--- src/design/crds_pkg.sv ---
`default_nettype none
package crds_pkg;

  // Configuration register indexes
  localparam logic [1:0] REG_SOURCE_WIDTH  = 2'd0;
  localparam logic [1:0] REG_SOURCE_HEIGHT = 2'd1;
  localparam logic [1:0] REG_TARGET_WIDTH  = 2'd2;
  localparam logic [1:0] REG_TARGET_HEIGHT = 2'd3;

  // Reset values of the configuration registers
  localparam int unsigned SOURCE_WIDTH_RESET  = 320;
  localparam int unsigned SOURCE_HEIGHT_RESET = 240;
  localparam int unsigned TARGET_WIDTH_RESET  = 224;
  localparam int unsigned TARGET_HEIGHT_RESET = 224;

  // Pick decision for one source pixel
  typedef struct packed {
    logic pick;
    logic done;
  } pick_t;

  // One widened, offset pixel
  typedef struct packed {
    logic signed [7:0] red;
    logic signed [7:0] green;
    logic signed [7:0] blue;
  } level_t;

endpackage
`default_nettype wire

--- src/design/crds_widen.sv ---
`default_nettype none
module crds_widen (
  input  wire logic [15:0]     pixel_word,
  output crds_pkg::level_t     level
);

  logic [4:0] red5;
  logic [5:0] green6;
  logic [4:0] blue5;

  // Split the RGB565 word
  assign red5   = pixel_word[15:11];
  assign green6 = pixel_word[10:5];
  assign blue5  = pixel_word[4:0];

  // Repeat top bits to 8 bits, then subtract 128 by flipping the sign bit
  assign level.red   = {~red5[4], red5[3:0], red5[4:2]};
  assign level.green = {~green6[5], green6[4:0], green6[5:4]};
  assign level.blue  = {~blue5[4], blue5[3:0], blue5[4:2]};

endmodule
`default_nettype wire

--- src/design/crds_sampler.sv ---
`default_nettype none
module crds_sampler #(
  parameter int DIM_BITS = 12
) (
  input  wire logic                clk,
  input  wire logic                rst,
  input  wire logic                step,
  input  wire logic                frame_start,
  input  wire logic [DIM_BITS-1:0] source_width,
  input  wire logic [DIM_BITS-1:0] source_height,
  input  wire logic [DIM_BITS-1:0] target_width,
  input  wire logic [DIM_BITS-1:0] target_height,
  output crds_pkg::pick_t          decision
);

  localparam int SUM_BITS = 2 * DIM_BITS;

  logic [DIM_BITS-1:0] src_column, out_column_count, out_row_count;
  logic [SUM_BITS-1:0] column_scaled_pos, column_sample_sum;
  logic [SUM_BITS-1:0] row_scaled_pos, row_sample_sum;

  logic [DIM_BITS-1:0] src_column_next, out_column_count_next, out_row_count_next;
  logic [SUM_BITS-1:0] column_scaled_pos_next, column_sample_sum_next;
  logic [SUM_BITS-1:0] row_scaled_pos_next, row_sample_sum_next;

  logic [DIM_BITS-1:0] col, ocol, orow;
  logic [SUM_BITS-1:0] cpos, csum, rpos, rsum;
  logic [DIM_BITS-1:0] h, ow, oh, crop;
  logic                row_pick, col_pick, in_window, line_end;

  // Clamp output sizes and center the crop window
  always_comb begin
    h    = source_height;
    ow   = (target_width < h) ? target_width : h;
    oh   = (target_height < h) ? target_height : h;
    crop = (source_width > h) ? ((source_width - h) >> 1) : '0;
  end

  // Frame start clears all counters before the pixel is judged
  always_comb begin
    col  = frame_start ? '0 : src_column;
    ocol = frame_start ? '0 : out_column_count;
    orow = frame_start ? '0 : out_row_count;
    cpos = frame_start ? '0 : column_scaled_pos;
    csum = frame_start ? '0 : column_sample_sum;
    rpos = frame_start ? '0 : row_scaled_pos;
    rsum = frame_start ? '0 : row_sample_sum;
  end

  // Pick when scaled position brackets the sample sum
  always_comb begin
    row_pick  = (orow < oh) && (rpos <= rsum) &&
                ({1'b0, rsum} < ({1'b0, rpos} + (SUM_BITS+1)'(oh)));
    in_window = (col >= crop);
    col_pick  = in_window && (ocol < ow) && (cpos <= csum) &&
                ({1'b0, csum} < ({1'b0, cpos} + (SUM_BITS+1)'(ow)));
    line_end  = (({1'b0, col} + (DIM_BITS+1)'(1)) >= {1'b0, source_width});
    decision.pick = row_pick && col_pick;
    decision.done = (({1'b0, ocol} + (DIM_BITS+1)'(1)) == {1'b0, ow}) &&
                    (({1'b0, orow} + (DIM_BITS+1)'(1)) == {1'b0, oh});
  end

  // Advance the accumulators
  always_comb begin
    src_column_next        = col + DIM_BITS'(1);
    out_column_count_next  = col_pick ? ocol + DIM_BITS'(1) : ocol;
    column_sample_sum_next = col_pick ? csum + SUM_BITS'(h) : csum;
    column_scaled_pos_next = in_window ? cpos + SUM_BITS'(ow) : cpos;
    out_row_count_next     = orow;
    row_sample_sum_next    = rsum;
    row_scaled_pos_next    = rpos;
    if (line_end) begin
      if (row_pick) begin
        row_sample_sum_next = rsum + SUM_BITS'(h);
        out_row_count_next  = orow + DIM_BITS'(1);
      end
      row_scaled_pos_next    = rpos + SUM_BITS'(oh);
      src_column_next        = '0;
      out_column_count_next  = '0;
      column_scaled_pos_next = '0;
      column_sample_sum_next = '0;
    end
  end

  // Hold state unless a request is processed
  always_ff @(posedge clk) begin
    if (rst) begin
      src_column        <= '0;
      out_column_count  <= '0;
      out_row_count     <= '0;
      column_scaled_pos <= '0;
      column_sample_sum <= '0;
      row_scaled_pos    <= '0;
      row_sample_sum    <= '0;
    end else if (step) begin
      src_column        <= src_column_next;
      out_column_count  <= out_column_count_next;
      out_row_count     <= out_row_count_next;
      column_scaled_pos <= column_scaled_pos_next;
      column_sample_sum <= column_sample_sum_next;
      row_scaled_pos    <= row_scaled_pos_next;
      row_sample_sum    <= row_sample_sum_next;
    end
  end

endmodule
`default_nettype wire

--- src/design/rgb565_crop_downsample_int8_unit.sv ---
// Center-crop and nearest-neighbor downsample of an RGB565 pixel stream.
// Input channel: in_valid / in_stall with pixel_word and frame_start; one
// request per source pixel in raster order, frame_start marks pixel (0,0).
// Output channel: out_valid / out_stall with red_level, green_level,
// blue_level (signed, channel widened to 8 bits minus 128) and frame_done on
// the last output pixel of the frame. Pixels outside the pick grid give none.
// Configuration: cfg_write with cfg_index and cfg_data writes source_width,
// source_height, target_width or target_height; write only while idle.
// Throughput: one pixel per cycle while the receiver does not stall. A picked
// pixel accepted into the input register is loaded into the result register
// through one level of add-and-compare logic when that register can take it,
// and is shown on the output from there.
// Reset clears the position counters, empties both registers and loads
// 320 x 240 source, 224 x 224 target. While the receiver stalls, the result
// register holds; the input register keeps taking a request until it is
// full and must wait for the result register, then in_stall rises.
`default_nettype none
module rgb565_crop_downsample_int8_unit #(
  parameter int DIM_BITS = 12
) (
  input  wire logic                clk,
  input  wire logic                rst,
  input  wire logic                cfg_write,
  input  wire logic [1:0]          cfg_index,
  input  wire logic [DIM_BITS-1:0] cfg_data,
  input  wire logic                in_valid,
  output      logic                in_stall,
  input  wire logic [15:0]         pixel_word,
  input  wire logic                frame_start,
  output      logic                out_valid,
  input  wire logic                out_stall,
  output      logic signed [7:0]   red_level,
  output      logic signed [7:0]   green_level,
  output      logic signed [7:0]   blue_level,
  output      logic                frame_done
);

  logic [DIM_BITS-1:0] source_width, source_height, target_width, target_height;

  logic        in_held;
  logic [15:0] held_word;
  logic        held_start;
  logic        out_ready, advance;

  crds_pkg::pick_t  decision;
  crds_pkg::level_t level;

  // Configuration registers
  always_ff @(posedge clk) begin
    if (rst) begin
      source_width  <= DIM_BITS'(crds_pkg::SOURCE_WIDTH_RESET);
      source_height <= DIM_BITS'(crds_pkg::SOURCE_HEIGHT_RESET);
      target_width  <= DIM_BITS'(crds_pkg::TARGET_WIDTH_RESET);
      target_height <= DIM_BITS'(crds_pkg::TARGET_HEIGHT_RESET);
    end else if (cfg_write) begin
      unique case (cfg_index)
        crds_pkg::REG_SOURCE_WIDTH:  source_width  <= cfg_data;
        crds_pkg::REG_SOURCE_HEIGHT: source_height <= cfg_data;
        crds_pkg::REG_TARGET_WIDTH:  target_width  <= cfg_data;
        crds_pkg::REG_TARGET_HEIGHT: target_height <= cfg_data;
        default: ;
      endcase
    end
  end

  // Handshake: held request moves on when the result register can take it
  assign out_ready = !out_valid || !out_stall;
  assign advance   = in_held && out_ready;
  assign in_stall  = in_held && !out_ready;

  // Input register
  always_ff @(posedge clk) begin
    if (rst) begin
      in_held <= 1'b0;
    end else if (!in_stall) begin
      in_held <= in_valid;
    end
  end

  always_ff @(posedge clk) begin
    if (in_valid && !in_stall) begin
      held_word  <= pixel_word;
      held_start <= frame_start;
    end
  end

  crds_sampler #(
    .DIM_BITS(DIM_BITS)
  ) u_sampler (
    .clk           (clk),
    .rst           (rst),
    .step          (advance),
    .frame_start   (held_start),
    .source_width  (source_width),
    .source_height (source_height),
    .target_width  (target_width),
    .target_height (target_height),
    .decision      (decision)
  );

  crds_widen u_widen (
    .pixel_word (held_word),
    .level      (level)
  );

  // Result register: load on a pick, drop when taken
  always_ff @(posedge clk) begin
    if (rst) begin
      out_valid <= 1'b0;
    end else if (out_ready) begin
      out_valid <= advance && decision.pick;
    end
  end

  always_ff @(posedge clk) begin
    if (advance && decision.pick) begin
      red_level   <= level.red;
      green_level <= level.green;
      blue_level  <= level.blue;
      frame_done  <= decision.done;
    end
  end

endmodule
`default_nettype wire
--- config.mk ---
export PLATFORM = sky130hd
export DESIGN_NAME = rgb565_crop_downsample_int8_unit
export DESIGN_NICKNAME = d
export VERILOG_FILES = /design/src/design/crds_pkg.sv /design/src/design/crds_widen.sv /design/src/design/crds_sampler.sv /design/src/design/rgb565_crop_downsample_int8_unit.sv
export SDC_FILE = /design/constraint.sdc
export NUM_CORES = 1
export LEC_CHECK = 0
export BUFFER_PORTS_ARGS = -buffer_cell sky130_fd_sc_hd__clkbuf_2
export CAP_MARGIN = 20
export CORE_MARGIN = 3
export CORE_UTILIZATION = 40
export DETAILED_ROUTE_END_ITERATION = 7
export PLACE_DENSITY = 0.63
export SKIP_LAST_GASP = 1
export SLEW_MARGIN = 0
export SYNTH_ARGS = -nofsm -noshare
export SYNTH_HDL_FRONTEND = slang
export SYNTH_SLANG_ARGS = --single-unit
--- constraint.sdc ---
create_clock -name clk -period 8.31 [get_ports clk]
set_clock_uncertainty 0.1 [all_clocks]
set_input_delay 0.831 -clock clk [delete_from_list [all_inputs] [get_ports clk]]
set_output_delay 0.831 -clock clk [all_outputs]
set_load 0.05 [all_outputs]
Yosys cells after proc, flatten, opt, wreduce, memory -nomap -nowiden
Index checks and enable logic that the tools add are counted.
- div/mod/pow operators: 0
- eq/ne operators: 5
- add/sub/neg operators: 13
- shift operators: 0
- muxes and demuxes: 22
- reductions and logical operators: 21
- bitwise logic cells: 3
- $mul: 0
- magnitude comparators: 11
- operators with widths (operator ; number):
    two-way mux 24 bit ; 11
    two-way mux 12 bit ; 10
    adder 24 x 12 -> 24 bit ; 4
    adder 24 x 12 -> 25 bit ; 2
    < comparator 24 x 25 -> 1 bit ; 2
    <= comparator 24 bit ; 2
    < comparator 12 bit ; 4
    adder 12 x 1 -> 13 bit (second input constant) ; 3
    adder 12 x 1 -> 12 bit (second input constant) ; 3
    equality test 13 x 12 -> 1 bit ; 2
    greater-or-equal comparator 13 x 12 -> 1 bit ; 1
    greater-or-equal comparator 12 bit ; 1
    > comparator 12 bit ; 1
    subtractor 12 bit ; 1
    logical AND 1 bit ; 11
    two-way mux 11 bit ; 1
    AND reduction 2 bit ; 4
    equality test 2 bit (second input constant) ; 2
    logical NOT 1 bit ; 4
    NOT 1 bit ; 3
    equality test 2 x 1 -> 1 bit (second input constant) ; 1
    logical NOT 2 bit ; 1
    logical OR 1 bit ; 1
- bits of input ports: 36
- memories kept: 0
- logic and storage cells: 94
- latch bits: 0
- bits in registers: 224
- memory bits (read-only): 0
- RAM bits: 0

Longest topological paths before layout
Gate-level depths: netlist (run 1).
- depth after elaboration: 8
- gate-level depth with buffers: 34

By module
A second synthesis (run 1) with hierarchy kept.
- cell total of the unflattened synthesis: 2226
- area, all modules: 18325.1 um2
- modules (own cells, without submodules) (module ; seq. area each (um2) ; times used ; cells each ; area an instance (um2)):
    crds_sampler ; 2642.5 ; 1 ; 1969 ; 14891.8
    rgb565_crop_downsample_int8_unit ; 2262.2 ; 1 ; 233 ; 3264.4
    crds_widen ; 0.0 ; 1 ; 24 ; 168.9

Least setup slack after synthesis (run 1)
Ideal clock, no wire load.
- kind: reg2reg
- from: register source_height[1]
- to: register blue_level[2] (enable)
- path slack: -159 ps
- setup time: 422 ps
- required time: 7788 ps
- data arrival time: 7946 ps
- cell stages (with the launch flop): 31
- cells stage by stage: dfxtp_1 -> inv_1 -> ha_1 -> a2111oi_2 -> o31ai_1 -> a21oi_1 -> buf_2 -> buf_1 -> mux2_2 -> ha_1 -> inv_1 -> fa_1 -> nor2_1 -> a2111o_1 -> o32ai_1 -> o211ai_1 -> a21oi_1 -> clkbuf_1 -> nor2_1 -> xnor2_1 -> ha_1 -> a2111oi_0 -> o21ai_0 -> nor2_1 -> o211ai_1 -> o31ai_1 -> a31oi_2 -> or2_1 -> buf_2 -> buf_2 -> nor3_1
- cells in the longest elaborated chain, start to end: 8
- elaborated cells between the ends (all ways): 21
- ends and longest elaborated chain (what ; line ; text):
    start: declaration ; rgb565_crop_downsample_int8_unit.sv:38 ; logic [DIM_BITS-1:0] source_width, source_height, target_width, target_height;
    start signal: assignment ; rgb565_crop_downsample_int8_unit.sv:52 ; source_height <= DIM_BITS'(crds_pkg::SOURCE_HEIGHT_RESET);
    start signal: assignment ; rgb565_crop_downsample_int8_unit.sv:58 ; crds_pkg::REG_SOURCE_HEIGHT: source_height <= cfg_data;
    parallel branches: the longest is 6 deep, another holds adder 24 x 12 -> 25 bit ; -- ;
    logical AND 1 bit (*) ; crds_sampler.sv:58 ; decision.pick = row_pick && col_pick;
    logical AND 1 bit (*) ; rgb565_crop_downsample_int8_unit.sv:116 ; if (advance && decision.pick) begin
    end signal: assignment ; rgb565_crop_downsample_int8_unit.sv:119 ; blue_level <= level.blue;
    end: declaration ; rgb565_crop_downsample_int8_unit.sv:34 ; output logic signed [7:0] blue_level,
Mark *: on every way between the ends.
A chain may end at the register's enable or synchronous reset.

Final worst setup path (run 1)
- from: register source_height[6]
- to: register u_sampler.row_sample_sum[19]
- cells in the longest elaborated chain, start to end: 7
- elaborated cells between the ends (all ways): 10
- ends and longest elaborated chain (what ; line ; text):
    < comparator 12 bit ; crds_sampler.sv:35 ; oh = (target_height < h) ? target_height : h;
    two-way mux 12 bit ; crds_sampler.sv:35 ;
    adder 24 x 12 -> 25 bit or < comparator 12 bit (tied branches) ; crds_sampler.sv:53, crds_sampler.sv:52 ;
    < comparator 24 x 25 -> 1 bit or logical AND 1 bit (tied branches) ; crds_sampler.sv:53, crds_sampler.sv:52 ;
    logical AND 1 bit ; crds_sampler.sv:52 ; row_pick = (orow < oh) && (rpos <= rsum) &&
    two-way mux 24 bit (*) ; crds_sampler.sv:73 ; if (row_pick) begin
    two-way mux 24 bit (*) ; crds_sampler.sv:72 ; if (line_end) begin
    end signal: assignment ; crds_sampler.sv:102 ; row_sample_sum <= row_sample_sum_next;
    end: declaration ; crds_sampler.sv:20 ; logic [SUM_BITS-1:0] row_scaled_pos, row_sample_sum;
Every way passes the cells marked *; elsewhere a longest branch is shown, timed or not.

==> results of run 1 <==
==> metal layers <==
layer,vias to the layer above,share of wire
met3,104,0.068
met5,-,0
li1,8049,-
met4,0,0.034
met2,612,0.43
met1,7872,0.47
==> timing repair <==
| item | in CTS | in global routing |
|---|---|---|
| setup buffers | 0 | 0 |
| gates resized for setup | 0 | 9 |
| endpoints found under the setup margin | 0 | 62 |
==> synth_stat cells (all sizes together) (16+ instances only) <==
cell | instances | share of area
nand2 | 240 | 0.050
ha | 215 | 0.15
dfxtp | 182 | 0.20
a21oi | 162 | 0.045
inv | 150 | 0.032
nor2 | 125 | 0.026
o21ai | 102 | 0.029
nor2b | 86 | 0.030
xnor2 | 85 | 0.042
clkbuf | 84 | 0.018
nand3 | 81 | 0.024
nand2b | 67 | 0.023
a21o | 49 | 0.021
nor3 | 41 | 0.011
o211ai | 40 | 0.017
edfxtp | 37 | 0.062
xor2 | 36 | 0.018
nand4 | 34 | 0.012
and3 | 29 | 0.010
a22oi | 26 | 0.011
and2 | 21 | 0.0074
mux2i | 21 | 0.012
buf | 20 | 0.0073
nor4 | 18 | 0.0070
o21a | 17 | 0.0071
a31oi | 16 | 0.0060
==> worst max-delay path, delay by kind of cell, from the launching register on <==
| kind | cells | cell delay [ns] |
|---|---|---|
| flops | 1 | 0.48 |
| fa+ha+maj | 3 | 1.00 |
| mux | 2 | 0.69 |
| simple gates | 8 | 1.75 |
| xor+xnor | 1 | 0.16 |
| compound gates | 12 | 3.00 |
| buf+inv | 3 | 0.61 |
==> flip-flops by register name (all words and copies together) (netlist names), 7 cells and up <==
signal and cells:
source_height 12, u_sampler.column_sample_sum 24, held_word 16, target_width 12, target_height 12, u_sampler.out_row_count 12, u_sampler.row_scaled_pos 24, u_sampler.row_sample_sum 24
u_sampler.column_scaled_pos 24, green_level 7, source_width 12, u_sampler.src_column 12, u_sampler.out_column_count 12
==> where the power goes <==
part           internal [mW]  total [mW]  switching [mW]
combinational          0.171       0.494           0.323
clock                  0.764        1.28           0.513
sequential              1.10        1.12          0.0179
total                   2.03        2.89           0.854
==> final timing paths <==
path	to	from
worst max register to register	u_sampler.row_sample_sum[19]	source_height[6]
worst min register to register	blue_level[5]	held_word[2]
worst max-delay path	u_sampler.row_sample_sum[19]	source_height[6]
worst min-delay path	blue_level[5]	held_word[2]
==> through the flow <==
stage / instances / power [mW] / util / setup slack [ns] / hold slack (ns)
final: 2850 / 2.888 / 0.4547 / 0.4075 / 0.3176
after global placement: 2800 / 1.612 / 0.4319 / 0.5302 / 0.3022
after floorplan: 2213 / 1.467 / - / 0.4560 / 0.3003
after global routing: 2850 / 3.003 / 0.4547 / -0.04662 / 0.3196
after detailed placement: 2800 / 1.619 / 0.4319 / 0.2902 / 0.3045
after CTS: 2850 / 2.902 / 0.4536 / 0.2663 / 0.3122
==> area by class of cell <==
cell class | count | area, um2
Inverter | 150 | 563.0
Clock inverter | 18 | 240.2
Fill cell | 4361 | 23750
Timing Repair Buffer | 106 | 655.6
Multi-Input combinational cell | 1740 | 12150
Clock buffer | 32 | 704.4
Tap cell | 585 | 732.0
Sequential cell | 219 | 4755
==> kinds of logic (layout without fill, tap and decap cells) <==
family / count (synthesis) / count (layout) / share of synthesized area
muxes: 35 / 35 / 0.02061
DFF: 219 / 219 / 0.2663
AOI/OAI and AO/OA: 563 / 563 / 0.2128
and+or+nand+nor: 800 / 800 / 0.2274
xor gates and xnor gates: 121 / 121 / 0.05937
buffers and inverters: 254 / 306 / 0.05656
adders and majority gates: 221 / 221 / 0.1569
==> results.toml, run 1 <==
[die]
ios = 63
die_area_um2 = 47200
rows = 76
core_area_um2 = 43550
initial_utilization = 0.4099
die_x_um = 217.3
die_h_um = 217.3

[worst_hold_path]
min_path_cells = 0
hold_class = "flip-flop to flip-flop"

[sta]
timing.final.crit_period_ns = 7.903
finalHoldViolCount = 0
slew_viol_final = 0
setup_viol = 0
setup_tns_ns = 0
fin_crit_sh = 0.9510
max_freq_mhz = 126.5
slew_headroom = 0.2788
tightest_slew_ns = 1.070

[power_and_ir_drop]
p_per_area_nw_per_um2 = 145.9
ir_worst_vdd_uv = 155.1
power_leakage_nw = 8.692

[detailed_routing]
drc = 0
ant_nets = 0
wirelength_mm = 55.74
vias_per_cell = 5.838
vias = 16640
drtIter0Drc = 1561
wl_per_cell_um = 19.56
firstDrtPassIters = 6

[worst_setup_path]
required_ns = 8.67
crit_arrival_ns = 8.26
crit_type = "flip-flop to flip-flop"
r2r_slack_ns = 0.41
cp_max_fo = 24
start_kind = "flip-flop"
cp_slowest_cell = "dfxtp_1"
cpPeakStageDelay_ns = 0.48
reg2regPathDepth = 29
endpoint_kind = "flip-flop"

[finish]
final_nets = 2500
synthToLayoutAreaGrowth_pct = 10.93
final_common_cell = "nand2_1"
stdcell_area_um2 = 19800
layout-drive-gt1-share = 0.08698
layout_common_cells = "240 x nand2_1, 215 x ha_1, 182 x dfxtp_1"
antennaDiodeCount = 0

[logic_synthesis]
syn_area_um2 = 17850
synth_ff_type = "dfxtp_1"
ys_seq_area_frac = 0.2663
ys_async_sr_fraction = 0
syn_area_per_cell_um2 = 8.066
synthCells = 2213
synth_edf_count = 37
yosysWarnings = 0
syn-num-nets = 2469
ys_types = 85
ys_seq_elements = 219

[grt]
grt_use_met2 = 0.3588
antenna_found_initial = 0
met1_usage = 0.3254
grt_busiest_layer = "met2"
grt_first_pass_wirelength_mm = 87.51
grt_pass1_vias = 15970
use_met3 = 0.03449
track_usage = 0.2296
grt_max_degree = 61
grt_overflow = 0

[clock_network]
cts.sink_count = 219
cts_tree = "done"
numCtsBuffers = 27
htreeDepth = 1
insertion_delay_ns = 0.57
ctsHoldBuffers = 0
clockBufferDepth = 3
clkTransAtPathRegs_ns = 0.07
root_buffer = "clkbuf_16"

[placement]
gp_congestion = 0.9979
port_buffers = 62
placed_area_um2 = 18810
hpwl_mm = 42.57

[run_status]
status = "complete, no violations"

[run]
drv_cap = 0
No activity file was read; power rests on OpenSTA's default activity.
==> run 2, diff against run 1 <==
REMOVE_ABC_BUFFERS = 1   (was unset)
==> run 2 against run 1 <==
Against the previous run: via count down 1.0%; sequential share of layout area is essentially flat; critical endpoint is now u_sampler.out_row_count[2]; sequential cell count stayed put; sequential power about the same; highest routed layer unchanged.
==> results.toml, run 2 (synthesized netlist as in run 1, its figures left out) <==
[clock_network]
root_buffer = "clkbuf_16"
htreeDepth = 1
numCtsBuffers = 28
clockBufferDepth = 3
cts.sink_count = 219
insertion_delay_ns = 0.56
cts_tree = "done"
clkTransAtPathRegs_ns = 0.06

[worst_hold_path]
min_path_cells = 0
holdPathEnd = "blue_level[6]"
hold_class = "flip-flop to flip-flop"
hold_start = "held_word[3]"

[sta]
layout_setup_ws_ns = 0.6107
max_freq_mhz = 129.9
timing.final.crit_period_ns = 7.699
setup_tns_ns = 0
rsz0062_at_grt = "no"
slew_headroom = 0.2267
fin_crit_sh = 0.9265
tightest_slew_ns = 1.160
fin_hold_ws_ns = 0.3181
setup_viol = 0
finalHoldViolCount = 0
slew_viol_final = 0

[placement]
dp_cells = 2798
pre_cts_slack_ns = 0.4217
hpwl_mm = 42.42
gp_congestion = 0.9243
port_buffers = 62

[worst_setup_path]
endpoint_kind = "flip-flop"
cpPeakStageDelay_ns = 0.48
r2r_slack_ns = 0.61
required_ns = 8.69
crit_top_cell = "ha_1"
crit_type = "flip-flop to flip-flop"
cp_max_fo = 10
reg2regPathDepth = 29
crit_arrival_ns = 8.07
cp_slowest_cell = "a31oi_1"
start_kind = "flip-flop"
r2r_start = "source_height[11]"
startpoint = "source_height[11]"
regToRegEndpoint = "u_sampler.out_row_count[2]"

[grt]
grt_use_met2 = 0.3743
track_usage = 0.2296
use_met3 = 0.04105
grt_pass1_vias = 15950
grt_max_degree = 63
grt_busiest_layer = "met2"
grt_first_pass_wirelength_mm = 87.31
grt_overflow = 0
met1_usage = 0.3084
antenna_found_initial = 0

[die]
die_area_um2 = 47200
die_x_um = 217.3
ios = 63
core_area_um2 = 43550
initial_utilization = 0.4099
rows = 76
die_h_um = 217.3

[run]
drv_cap = 0

[detailed_routing]
vias = 16470
wl_per_cell_um = 19.32
ant_nets = 0
vias_per_cell = 5.776
drtIter0Drc = 1249
drc = 0
firstDrtPassIters = 5
wirelength_mm = 55.07

[power_and_ir_drop]
p_per_area_nw_per_um2 = 146.9
power_leakage_nw = 8.701
p_total_mw = 2.912
ir_worst_vdd_uv = 151.7

[finish]
final_nets = 2499
synthToLayoutAreaGrowth_pct = 11.08
fillers = 4331
instances_no_fill = 2851
final_common_cell = "nand2_1"
layout-drive-gt1-share = 0.08874
layout_common_cells = "240 x nand2_1, 215 x ha_1, 182 x dfxtp_1"

[run_status]
status = "complete, no violations"
[run 2: changes by cell type in the layout (fill, tap and decap cells not counted), sizes merged]
cell / before / now
buf: 45 / 43
bufinv: 5 / 4
clkinv: 5 / 6
clkinvlp: 6 / 7
diode: 0 / 1
inv: 152 / 153
[run 2: how the worst max path moves through the flow]
stage	depth (start not counted)	endpoint	slack, ns
6_report	29	u_sampler.out_row_count[2]	0.61
5_1_grt	29	u_sampler.row_sample_sum[18]	0.01
4_1_cts	28	u_sampler.row_sample_sum[22]	0.39
3_5_place_dp	28	u_sampler.row_sample_sum[22]	0.42
3_3_place_gp	28	u_sampler.row_sample_sum[21]	0.66
2_1_floorplan	25	blue_level[2]	-0.36
[run 2: worst max-delay path: cells and delay by family (launching register included)]
family          cells  cell delay, ns
buf+inv             3            0.58
compound gates     14            3.42
xor+xnor            1            0.16
fa+ha+maj           3            0.91
mux                 1            0.46
flops               1            0.45
simple gates        7            1.52
[run 2: repair_timing]
action / in CTS / in global routing
hold buffers: 0 / 0
buffers inserted: 0 / 0
gates resized for setup: 0 / 11
hold endpoints to repair: 0 / 0
endpoints found under the setup margin: 0 / 88
[run 2: metal layers]
metal  vias up  wire length [um]
li1       8050                 -
met5         -                 0
met4         0              1910
met1      7763             24970
met3       120              3704
met2       533             24490
[run 2: final cells by class]
class / instances / area [um2] / area share
timing repair buffer: 104 / 628.1 / 0.03168
inverter: 150 / 563.0 / 0.02839
clock inverter: 20 / 227.7 / 0.01148
tap: 585 / 732.0 / 0.03691
clock buffer: 32 / 757.0 / 0.03818
sequential: 219 / 4755 / 0.2398
multi-input combinational: 1740 / 12160 / 0.6135
antenna: 1 / 2.502 / 0.0001262
[run 2: report_power, final]
| group | switching, mW | leakage (nW) | internal, mW | total, mW |
|---|---|---|---|---|
| clock | 0.522 | 0.465 | 0.781 | 1.30 |
| sequential | 0.0171 | 1.82 | 1.10 | 1.12 |
| combinational | 0.325 | 6.41 | 0.167 | 0.492 |
| total | 0.864 | 8.70 | 2.05 | 2.91 |
[run 2: through the flow]
stage / cell area, um2 / utilization
floorplan: 17400 / -
detailed placement: 18780 / 0.4312
global placement: 18780 / 0.4312
finish: 19830 / 0.4553
global route: 19830 / 0.4552
CTS: 19770 / 0.4538
